<file path="config.mk">
export PLATFORM = sky130hd
export DESIGN_NAME = length_prefixed_message_deframer_flat
export DESIGN_NICKNAME = d
export VERILOG_FILES = /design/src/sv/lpmd_pkg.sv /design/src/sv/lpmd_if.sv /design/src/sv/lpmd_tracker.sv /design/src/sv/lpmd_out_stage.sv /design/src/sv/length_prefixed_message_deframer.sv /design/src/flat_wrapper.sv
export SDC_FILE = /design/constraint.sdc
export NUM_CORES = 1
export LEC_CHECK = 0
export ABC_CLOCK_PERIOD_IN_PS = 6100
export BUFFER_PORTS_ARGS = -buffer_cell sky130_fd_sc_hd__buf_2
export CORE_MARGIN = 5
export CORE_UTILIZATION = 50
export CTS_CLUSTER_DIAMETER = 100
export DETAILED_ROUTE_END_ITERATION = 10
export GPL_TIMING_DRIVEN = 0
export PLACE_DENSITY = 0.68
export SYNTH_ARGS = -nofsm -noshare
export SYNTH_HDL_FRONTEND = slang
export SYNTH_HIERARCHICAL = 1
export SYNTH_SLANG_ARGS = --single-unit
</file>
<file path="constraint.sdc">
create_clock -name clk -period 6.1 [get_ports clk]
set_clock_uncertainty 0.1 [all_clocks]
set_input_delay 0.305 -clock clk [delete_from_list [all_inputs] [get_ports clk]]
set_output_delay 0.305 -clock clk [all_outputs]
set_load 0.03 [all_outputs]
</file>
<file path="src/sv/lpmd_pkg.sv">
// Package for the length-prefixed message deframer.
// Holds header geometry constants and the result item type.
// No dependencies.
package lpmd_pkg;

	localparam int unsigned HDR_BYTES  = 8;
	localparam int unsigned WORD_BYTES = 4;
	localparam int unsigned HDR_CNT_W  = $clog2(HDR_BYTES);
	localparam int unsigned LANE_W     = $clog2(WORD_BYTES);

	localparam logic [HDR_CNT_W-1:0] HDR_LAST_CNT = HDR_CNT_W'(HDR_BYTES - 1);
	localparam logic [31:0]          ID_RESET     = 32'hFFFF_FFFF;

	typedef struct packed {
		logic [31:0] message_id;
		logic [31:0] body_length;
		logic [7:0]  body_byte;
		logic        byte_valid;
		logic        last_of_message;
	} msg_item_t;

	typedef struct packed {
		logic      push;
		msg_item_t item;
	} msg_push_t;

endpackage

</file>
<file path="src/sv/lpmd_if.sv">
// Valid/ready channel interfaces for the deframer: raw byte input and
// tagged result output. Depends on nothing.
interface lpmd_byte_if;
	logic       valid;
	logic       ready;
	logic [7:0] stream_byte;

	modport source (output valid, output stream_byte, input ready);
	modport sink   (input valid, input stream_byte, output ready);
endinterface

interface lpmd_msg_if;
	logic        valid;
	logic        ready;
	logic [31:0] message_id;
	logic [31:0] body_length;
	logic [7:0]  body_byte;
	logic        byte_valid;
	logic        last_of_message;

	modport source (output valid, output message_id, output body_length, output body_byte,
		output byte_valid, output last_of_message, input ready);
	modport sink   (input valid, input message_id, input body_length, input body_byte,
		input byte_valid, input last_of_message, output ready);
endinterface

</file>
<file path="src/sv/lpmd_tracker.sv">
// Header collection and body counting for the deframer.
// Holds the message state registers; depends on lpmd_pkg.
module lpmd_tracker (
	input  logic               clk,
	input  logic               arst_n,
	input  logic               accept,
	input  logic [7:0]         stream_byte,
	output lpmd_pkg::msg_push_t res
);
	import lpmd_pkg::*;

	logic                 in_body_q;
	logic [HDR_CNT_W-1:0] hdr_cnt_q;
	logic [31:0]          id_q;
	logic [31:0]          len_q;
	logic [31:0]          left_q;

	logic                 in_body_d;
	logic [HDR_CNT_W-1:0] hdr_cnt_d;
	logic [31:0]          id_d;
	logic [31:0]          len_d;
	logic [31:0]          left_d;
	logic                 last_body;
	logic [LANE_W-1:0]    lane;

	assign last_body = (left_q <= 32'd1);
	assign lane      = hdr_cnt_q[LANE_W-1:0];

	always_comb begin
		in_body_d = in_body_q;
		hdr_cnt_d = hdr_cnt_q;
		id_d      = id_q;
		len_d     = len_q;
		left_d    = left_q;
		res       = '0;
		if (in_body_q) begin
			res.push                 = 1'b1;
			res.item.message_id      = id_q;
			res.item.body_length     = len_q;
			res.item.body_byte       = stream_byte;
			res.item.byte_valid      = 1'b1;
			res.item.last_of_message = last_body;
			if (last_body) begin
				left_d    = '0;
				in_body_d = 1'b0;
				hdr_cnt_d = '0;
			end else begin
				left_d = left_q - 32'd1;
			end
		end else begin
			// low half of the header fills the id, high half the length
			if (!hdr_cnt_q[HDR_CNT_W-1])
				id_d[lane*8 +: 8] = stream_byte;
			else
				len_d[lane*8 +: 8] = stream_byte;
			if (hdr_cnt_q == HDR_LAST_CNT) begin
				hdr_cnt_d = '0;
				if (len_d == 32'd0) begin
					// empty body: one marker item, stay in header collection
					res.push                 = 1'b1;
					res.item.message_id      = id_d;
					res.item.body_length     = len_d;
					res.item.body_byte       = 8'd0;
					res.item.byte_valid      = 1'b0;
					res.item.last_of_message = 1'b1;
				end else begin
					left_d    = len_d;
					in_body_d = 1'b1;
				end
			end else begin
				hdr_cnt_d = hdr_cnt_q + 1'b1;
			end
		end
		if (!accept)
			res.push = 1'b0;
	end

	always_ff @(posedge clk or negedge arst_n) begin
		if (!arst_n) begin
			in_body_q <= 1'b0;
			hdr_cnt_q <= '0;
			id_q      <= ID_RESET;
			len_q     <= '0;
			left_q    <= '0;
		end else if (accept) begin
			in_body_q <= in_body_d;
			hdr_cnt_q <= hdr_cnt_d;
			id_q      <= id_d;
			len_q     <= len_d;
			left_q    <= left_d;
		end
	end

endmodule

</file>
<file path="src/sv/lpmd_out_stage.sv">
// Two-entry output register for deframer result items: a main register
// and a skid register, so input ready never depends combinationally on the receiver.
// Depends on lpmd_pkg.
module lpmd_out_stage (
	input  logic                clk,
	input  logic                arst_n,
	input  lpmd_pkg::msg_push_t res,
	output logic                space,
	output logic                out_valid,
	input  logic                out_ready,
	output lpmd_pkg::msg_item_t out_item
);
	import lpmd_pkg::*;

	logic      main_valid_q;
	logic      skid_valid_q;
	msg_item_t main_q;
	msg_item_t skid_q;
	logic      pop;

	assign pop       = main_valid_q && out_ready;
	assign space     = !skid_valid_q;
	assign out_valid = main_valid_q;
	assign out_item  = main_q;

	always_ff @(posedge clk or negedge arst_n) begin
		if (!arst_n) begin
			main_valid_q <= 1'b0;
			skid_valid_q <= 1'b0;
		end else begin
			if (skid_valid_q) begin
				// no push possible while the skid entry is full
				if (pop)
					skid_valid_q <= 1'b0;
			end else if (!main_valid_q) begin
				main_valid_q <= res.push;
			end else if (pop) begin
				main_valid_q <= res.push;
			end else if (res.push) begin
				skid_valid_q <= 1'b1;
			end
		end
	end

	always_ff @(posedge clk) begin
		if (skid_valid_q) begin
			if (pop)
				main_q <= skid_q;
		end else if (!main_valid_q || pop) begin
			if (res.push)
				main_q <= res.item;
		end else if (res.push) begin
			skid_q <= res.item;
		end
	end

endmodule

</file>
<file path="src/sv/length_prefixed_message_deframer.sv">
// Length-prefixed message deframer.
// Usage: raw bytes enter on the stream channel, one item per byte. Each
// message is an 8-byte header (32-bit id, then 32-bit body length, both
// least significant byte first) followed by that many body bytes.
// Header bytes produce no output. Each body byte leaves on the result
// channel tagged with the id and length; the final one has
// last_of_message set. A zero-length header yields one marker item with
// byte_valid clear, body_byte zero and last_of_message set.
// Latency: each result is registered in the output stage, in the main
// register, or first in the skid register while the main entry is held.
// Throughput: one byte per cycle while the output register has space.
// Stall: a two-entry output register absorbs one extra result; stream
// ready drops only while both entries are full and recovers as the
// receiver takes items.
// Reset (arst_n low): header collection restarts at byte zero, the id
// reads all ones and the length zero, and the output register empties.
// Depends on lpmd_pkg, lpmd_if, lpmd_tracker and lpmd_out_stage.
module length_prefixed_message_deframer (
	input  logic        clk,
	input  logic        arst_n,
	lpmd_byte_if.sink   stream,
	lpmd_msg_if.source  result
);
	import lpmd_pkg::*;

	logic      accept;
	logic      space;
	msg_push_t res;
	msg_item_t out_item;

	assign stream.ready = space;
	assign accept       = stream.valid && space;

	lpmd_tracker u_tracker (
		.clk         (clk),
		.arst_n      (arst_n),
		.accept      (accept),
		.stream_byte (stream.stream_byte),
		.res         (res)
	);

	lpmd_out_stage u_out (
		.clk       (clk),
		.arst_n    (arst_n),
		.res       (res),
		.space     (space),
		.out_valid (result.valid),
		.out_ready (result.ready),
		.out_item  (out_item)
	);

	assign result.message_id      = out_item.message_id;
	assign result.body_length     = out_item.body_length;
	assign result.body_byte       = out_item.body_byte;
	assign result.byte_valid      = out_item.byte_valid;
	assign result.last_of_message = out_item.last_of_message;

endmodule

</file>
<file path="src/flat_wrapper.sv">
// flat-port wrapper written by rule: the top's interface ports become plain ports
module length_prefixed_message_deframer_flat import lpmd_pkg::*;
  (clk, arst_n, stream_valid, stream_stream_byte, stream_ready, result_valid, result_message_id, result_body_length, result_body_byte, result_byte_valid, result_last_of_message, result_ready);
  lpmd_byte_if stream_i ();
  lpmd_msg_if result_i ();
  input  logic clk;
  input  logic arst_n;
  input wire logic [$bits(stream_i.valid)-1:0] stream_valid;
  input wire logic [$bits(stream_i.stream_byte)-1:0] stream_stream_byte;
  output wire logic [$bits(stream_i.ready)-1:0] stream_ready;
  output wire logic [$bits(result_i.valid)-1:0] result_valid;
  output wire logic [$bits(result_i.message_id)-1:0] result_message_id;
  output wire logic [$bits(result_i.body_length)-1:0] result_body_length;
  output wire logic [$bits(result_i.body_byte)-1:0] result_body_byte;
  output wire logic [$bits(result_i.byte_valid)-1:0] result_byte_valid;
  output wire logic [$bits(result_i.last_of_message)-1:0] result_last_of_message;
  input wire logic [$bits(result_i.ready)-1:0] result_ready;
  assign stream_i.valid = stream_valid;
  assign stream_i.stream_byte = stream_stream_byte;
  assign stream_ready = stream_i.ready;
  assign result_valid = result_i.valid;
  assign result_message_id = result_i.message_id;
  assign result_body_length = result_i.body_length;
  assign result_body_byte = result_i.body_byte;
  assign result_byte_valid = result_i.byte_valid;
  assign result_last_of_message = result_i.last_of_message;
  assign result_i.ready = result_ready;
  length_prefixed_message_deframer u_core (.clk(clk), .arst_n(arst_n), .stream(stream_i), .result(result_i));
endmodule
</file>
# --- Yosys cells after proc, flatten, opt, wreduce, memory -nomap -nowiden ---
# Index checks and enable logic that the tools add are counted.
# W data, S select, Z words.
word_totals:
  out_inout_bits: 76
  word_cells: 75
  regBits: 250
  in_bits: 12
classes:
  add_sub_neg: 3
  eq_ne: 4
  magnitude_cmp: 1
  shifts: 2
  muxes: 31
  n_bitwise: 3
  reduce_logical: 14
ops:
  columns: ["cell", "count"]
  rows:
  - ["$mux W74", 4]
  - ["$mux W75", 3]
  - ["$mux W32", 7]
  - ["$bwmux W32", 2]
  - ["$neg A5 Y34", 1]
  - ["$shift A8 B34 Y32 const A", 1]
  - ["$shiftx A8 B34 Y32", 1]
  - ["$le A32 B1 Y1 const B", 1]
  - ["$logic_not A32 Y1", 1]
  - ["$sub A32 B1 Y32 const B", 1]
  - ["$mux W1", 12]
  - ["$mux W3", 3]
  - ["$reduce_and A3 Y1", 3]
  - ["$reduce_bool A2 Y1", 3]
  - ["$ne A2 B1 Y1 const B", 2]
  - ["$reduce_and A2 Y1", 2]
  - ["$add A3 B1 Y3 const B", 1]
  - ["$eq A3 B3 Y1 const B", 1]
  - ["$not A1 Y1", 3]
  - ["$logic_and A1 B1 Y1", 2]
  - ["$logic_not A1 Y1", 2]
  - ["$ne A2 B2 Y1 const B", 1]
  - ["$logic_or A1 B1 Y1", 1]

# --- Depth between registers and ports, before layout ---
# Gate-level depths: netlist of run 1.
depth:
  ltp_word: 14
  depth_mapped: 14
  depth_no_buf: 10

# --- Hierarchy ---
# The synthesis of run 1 kept the hierarchy.
modules_own_cells:
  columns: ["module", "cells_per_inst", "area_per_inst_um2", "instances", "seq_area_each_um2"]
  rows:
  - ["lpmd_tracker", 787, 6312.3, 1, 2542.4]
  - ["lpmd_out_stage", 242, 5487.8, 1, 4494.3]
  - ["length_prefixed_message_deframer", 1, 6.3, 1, 0.0]

# --- Worst setup path before layout of run 1 ---
# OpenSTA, ideal clock, no wires.
synth_timing:
  path_type: "register to register"
  from: "register u_core.u_tracker.hdr_cnt_q[0]"
  to: "register u_core.u_out.main_q, in the netlist u_core/u_out/out_item[0], enable pin"
  period_less_slack_ps: 4903
  arrival_time_ps: 4365
  t_required_ps: 5562
  n_path_buf: 3
  stages_incl_launch_ff: 13
  setup_ps: 438
  slack_ps: 1197
  cell_sequence: "dfrtp_1 buf_2 inv_1 ha_1 buf_2 nor4bb_1 clkbuf_1 nand2_1 o21ai_0 or4b_4 nor3_2 o21a_1 o22a_1"
synth_rtl:
  columns: ["element", "line", "text"]
  rows:
  - ["from (decl)", "lpmd_tracker.sv:13", "logic [HDR_CNT_W-1:0] hdr_cnt_q;"]
  - ["from (signal assigned)", "lpmd_tracker.sv:87", "hdr_cnt_q <= hdr_cnt_d;"]
  - ["to (signal assigned)", "lpmd_out_stage.sv:48", "main_q <= skid_q;"]
  - ["to (signal assigned)", "lpmd_out_stage.sv:51", "main_q <= res.item;"]
  - ["to (decl)", "lpmd_out_stage.sv:17", "msg_item_t main_q;"]

==> results.cfg, run 1 <==
[yosys]
synth_area_um2 = 11800
synthDistinctLibCells = 65
ys.flop_type = edfxtp_1
synthMuxAreaShare = 0.0706
synth_edf_count = 148
synth_top_family_by_area = compound AO/OA/AOI/OAI gates
synth-simple-area-share = 0.141
synthCells = 1030
synthXorXnorAreaFrac = 0
synth_fa_ha_area_frac = 0.00954
ys_seq_area_frac = 0.596
ys_warn_count = 6
synth.ff_latch_count = 250
avgSynthCellArea_um2 = 11.5
synth_compound_area_frac = 0.144
async_flop_share = 0.408
syn_nets = 1051

[final_layout]
nets = 1164
diodes = 0
mostFrequentLayoutCells = edfxtp_1 (148), nand2_1 (128), buf_2 (92)
design_area_um2 = 13500
layout_commonest_cell = edfxtp_1
drive_above_1_share = 0.230
syn2layout_area_growth_pct = 14.2

[critical_path]
crit_buf_inv = 4
start_kind = flip-flop
crit_top_cell = buf_2
end_kind = flip-flop
path_cells = buf_2 -> inv_1 -> ha_1 -> buf_2 -> nor4bb_1 -> clkbuf_1 -> nand2_1 -> o21ai_0 -> or4b_4 -> nor3_2 -> o21a_1 -> o22a_4
path_delay_family = simple AND/OR/NAND/NOR gates
max_stage_delay_ns = 0.79
worst-path-max-fanout = 74
cp_slowest_cell = o22a_4
critPathArrivalTime_ns = 4.72
criticalPathCategory = reg -> reg
worstPathRequired_ns = 6.14

[job]
drv_cap = 0

[sta]
worst_slew_pin_slew_ns = 1.12
setup_tns_ns = 0
fin_crit_ns = 4.68
fmax_ghz = 0.214
rsz0062_at_grt = false
maxSlewViolCount = 0
fin_crit_sh = 0.767
hold_viol_final = 0
maxSlewHeadroom = 0.251
setup_viol = 0

[clocking]
htree_levels = 1
worstSkewPairLatency_ns = 0.53
ctsResizeCount = 0
postCtsHoldBufs = 2
clock-sinks = 250
post-cts-setup-buffers = 0
clk_pin_slew_ns = 0.06
cts_root_buffer = clkbuf_16
cts_tree = done
cts_made_buffers = 26
cts.path.max_buffers = 3

[floorplanning]
die_w_um = 164
num_rows = 56
ioPinCount = 88
die_y_um = 164
die-area_um2 = 26800
core_um2 = 23300
start_util = 0.506

[worst_hold_path]
hp-class = in -> reg

[status]
outcome = finished, final reports clean

[drt]
remaining_drc_errors = 0
drt-wirelength-per-cell_um = 20.0
ant_nets = 0
first_pass_iters = 5
vias_per_cell = 5.93
wirelength_um = 29600
first_iter_violations = 1047
vias = 8792

[global_route]
grt_pass1_wl_um = 47100
grt_pass1_vias = 8360
grt_use_total = 0.221
overflow = 0
antenna_found_initial = 0
grt_max_degree = 75

[power]
p_leak_nw = 4.97
powerDensity_nw_per_um2 = 545
ir_worst_vdd_mv = 0.215

[placement]
gp_congestion = 0.922
dpl_cell_area_um2 = 12700
port_buffers = 81
dp_hpwl_um = 21000
==> flip-flops by register name, indices dropped and copies added, names as in the netlist <==
register and count:
u_core/u_tracker/len_q 32, u_core/u_tracker/hdr_cnt_q 3, u_core/u_out/out_item 74, u_core/u_out/skid_valid_q 1
u_core/u_tracker/left_q 32, u_core/u_out/out_valid 1, u_core/u_tracker/in_body_q 1, u_core/u_tracker/id_q 32
u_core/u_out/skid_q 74
==> cell usage after synthesis, types with 15 or more instances <==
library cell	instances	share of area
mux2_2	74	0.071
dfrtp_1	70	0.15
o2bb2ai_1	33	0.024
o22ai_1	18	0.0095
edfxtp_1	148	0.38
clkbuf_1	39	0.012
nor3_1	16	0.0068
nor2_1	65	0.021
and2_1	46	0.024
nor4_1	15	0.0079
inv_1	34	0.011
o21ai_0	81	0.034
dfstp_2	32	0.071
a21oi_1	65	0.028
nand2_1	128	0.041
==> power breakdown <==
group	internal, W	switching [W]
clock network	0.000808	0.000644
registers	0.00250	0.000292
logic	0.00104	0.00207
total	0.00435	0.00300
==> kinds of logic after synthesis <==
group,count (synthesis)
fa+ha+maj,9
simple gates,334
buf+inv,98
mux,74
flops,250
compound gates,265
==> per-stage QoR <==
stage | power [W] | utilization | hold WS, ns | setup slack, ns | instances
6_report | 0.00735 | 0.578 | 0.0513 | 1.42 | 1482
5_1_grt | 0.00777 | 0.578 | 0.0494 | 1.13 | 1482
4_1_cts | 0.00735 | 0.578 | 0.0343 | 1.45 | 1482
3_5_place_dp | 0.00587 | 0.543 | 0.305 | 1.48 | 1432
3_3_place_gp | 0.00582 | 0.540 | 0.366 | 0.0926 | 1430
2_1_floorplan | 0.00500 | - | -0.0906 | 1.20 | 1030
==> layout make-up <==
class / instances / area [µm²]
plain buffers: 64 / 334
clock buffers: 32 / 694
clock inverters: 16 / 88.8
fillers: 1982 / 9850
inverters: 34 / 128
multi-input cells: 682 / 4320
flip-flops and latches: 250 / 7040
well taps: 319 / 399
repair buffers: 85 / 483
==> worst paths after layout <==
check                                         startpoint                    endpoint  slack, ns  depth (start not counted)
max reg2reg                u_core/u_tracker/hdr_cnt_q[0]   u_core/u_out/out_item[57]       1.42                         12
max in group asynchronous                         arst_n   u_core/u_tracker/id_q[17]       4.86                          3
max                        u_core/u_tracker/hdr_cnt_q[0]   u_core/u_out/out_item[57]       1.42                         12
min reg2reg                     u_core/u_tracker/id_q[1]    u_core/u_tracker/id_q[1]       0.38                          2
min                                stream_stream_byte[3]    u_core/u_tracker/id_q[3]       0.05                          3
min in group asynchronous                         arst_n  u_core/u_tracker/len_q[11]       0.28                          2
==> tightest hold or removal path: stages <==
cell and delay (ns):
buf_6 0.13, nand2_1 0.12, o21ai_0 0.10
==> layer usage <==
metal,global-route usage,vias up,share of wire
met5,0,-,0
met4,0.0640,0,0.025
met3,0.0310,57,0.079
met2,0.347,392,0.46
met1,0.322,4306,0.44
li1,-,4037,-
No activity file was read; power rests on OpenSTA's default activity.
==> run 2, diff against run 1 <==
ABC_CLOCK_PERIOD_IN_PS = 4260   (was 6100)
PLACE_DENSITY = 0.71   (was 0.68)
clock period = 4.26 ns   (was 6.1 ns; I/O delays follow)
==> run 2 against run 1 <==
  * Count of clock-buffer cells in the layout up 5
  * Highest routed layer unchanged
  * Fmax up 14%
  * Sequential share of layout area down 1.1 points
==> results.cfg, run 2 (synthesis results as in run 1) <==
[critical_path]
cp_slowest_cell = or4b_4
path_delay_family = simple AND/OR/NAND/NOR gates
crit_top_cell = buf_2
path_cells = buf_2 -> inv_1 -> ha_1 -> buf_2 -> nor4bb_1 -> clkbuf_2 -> nand2_1 -> o21ai_0 -> or4b_4 -> nor3_4 -> o21a_4 -> and4bb_4 -> buf_12
worst-path-max-fanout = 19
critPathArrivalTime_ns = 4.22
crit_buf_inv = 5
end_kind = flip-flop
max_stage_delay_ns = 0.56
start_kind = flip-flop
worstPathRequired_ns = 4.38
criticalPathCategory = reg -> reg

[floorplanning]
die_w_um = 164
num_rows = 56
start_util = 0.506
die_y_um = 164
die-area_um2 = 26800
ioPinCount = 88
core_um2 = 23300

[global_route]
grt_max_degree = 55
grt_pass1_wl_um = 49900
antenna_found_initial = 0
overflow = 0
grt_pass1_vias = 8805
grt_use_total = 0.236

[clocking]
worstSkewPairLatency_ns = 0.52
cts_tree = done
cts_root_buffer = clkbuf_16
cts.path.max_buffers = 3
htree_levels = 1
cts_made_buffers = 26
clock-sinks = 250
clk_pin_slew_ns = 0.07

[drt]
vias_per_cell = 6.04
vias = 9028
first_pass_iters = 6
ant_nets = 0
wirelength_um = 31600
remaining_drc_errors = 0
first_iter_violations = 1101
drt-wirelength-per-cell_um = 21.2

[status]
outcome = finished, final reports clean

[final_layout]
diodes = 0
layout_commonest_cell = edfxtp_1
drive_above_1_share = 0.241
mostFrequentLayoutCells = edfxtp_1 (148), nand2_1 (128), buf_2 (92)
syn2layout_area_growth_pct = 16.7
nets = 1177
design_area_um2 = 13800

[placement]
gp_congestion = 0.923
dp_hpwl_um = 21000
port_buffers = 81
dpl_cell_area_um2 = 12700

[sta]
maxSlewViolCount = 0
maxSlewHeadroom = 0.277
setup_viol = 0
whs_ns = 0.0320
worst_slew_pin_slew_ns = 1.08
fin_crit_ns = 4.10
hold_viol_final = 0
fmax_ghz = 0.244
fin_crit_sh = 0.962
rsz0062_at_grt = false

[worst_hold_path]
hp-class = in -> reg

[power]
ir_worst_vdd_mv = 0.314
powerDensity_nw_per_um2 = 791
p_leak_nw = 5.10

[job]
drv_cap = 0
[run 2: changes by cell type in the layout (fill, tap and decap cells not counted), moves of 2 or more]
cell | previous run | this run
clkinvlp_4 | 5 | 2
clkinv_4 | 1 | 3
o22a_4 | 1 | 4
and4bb_4 | 1 | 4
clkinv_1 | 6 | 2
clkbuf_8 | 0 | 4
buf_4 | 2 | 4
buf_12 | 0 | 5
[run 2: area by class of cell]
type                       instances  area [µm²]
fill                            1900        9560
sequential                       250        7040
multi-input combinational        688        4440
clock buffer                      37         753
timing repair buffer              92         581
tap                              319         399
buffer                            64         335
inverter                          34         128
clock inverter                    11        97.6
[run 2: worst reg2reg max path, cell delays in order (launching register included)]
cell	delay, ns
dfrtp_1	0.40
buf_2	0.23
inv_1	0.11
ha_1	0.29
buf_2	0.18
nor4bb_1	0.17
clkbuf_2	0.21
nand2_1	0.20
o21ai_0	0.13
or4b_4	0.56
nor3_4	0.42
o21a_4	0.31
and4bb_4	0.28
buf_12	0.18
[run 2: layer usage]
| layer | vias up | track usage | routed length [µm] | share of wire |
|---|---|---|---|---|
| li1 | 4085 | - | - | - |
| met1 | 4396 | 0.327 | 13200 | 0.42 |
| met2 | 475 | 0.384 | 14800 | 0.47 |
| met3 | 72 | 0.0381 | 2650 | 0.084 |
| met4 | 0 | 0.0774 | 908 | 0.029 |
| met5 | - | 0 | 0 | 0 |
[run 2: worst paths after layout]
| path | from | end | slack, ns | cells past startpoint |
|---|---|---|---|---|
| max | u_core/u_tracker/hdr_cnt_q[0] | u_core/u_out/skid_q[56] | 0.16 | 13 |
| min | stream_stream_byte[2] | u_core/u_tracker/id_q[2] | 0.03 | 3 |
| max reg2reg | u_core/u_tracker/hdr_cnt_q[0] | u_core/u_out/skid_q[56] | 0.16 | 13 |
| min reg2reg | u_core/u_tracker/id_q[19] | u_core/u_tracker/id_q[19] | 0.38 | 2 |
| max in group asynchronous | arst_n | u_core/u_tracker/id_q[23] | 3.13 | 3 |
| min in group asynchronous | arst_n | u_core/u_tracker/left_q[12] | 0.18 | 2 |
[run 2: power by group]
| group | switching [W] | internal (W) | total, W |
|---|---|---|---|
| Clock | 0.000928 | 0.00130 | 0.00223 |
| Sequential | 0.000427 | 0.00357 | 0.00400 |
| Combinational | 0.00312 | 0.00156 | 0.00468 |
| Total | 0.00447 | 0.00642 | 0.0109 |
[run 2: through the flow]
stage                     std cells   util  setup TNS (ns)  total power [W]  worst slack, ns
final                          1495  0.590               0           0.0109            0.161
after global routing           1495  0.590               0           0.0115           0.0309
after CTS                      1489  0.586         -0.0113           0.0108         -0.00646
after detailed placement       1431  0.542          -73.37          0.00841           -0.618
after global placement         1430  0.541          -85.28          0.00830           -0.717
after floorplan                1030      -               0          0.00714            0.129
[run 2: timing repair]
item | CTS | global route
endpoints found under the setup margin | 148 | 165
gates resized for setup | 8 | 4
cloned | 6 | 0
hold buffers | 3 | 0
pin swaps | 4 | 0
setup buffers | 1 | 6
endpoints found under the hold margin | 34 | 0
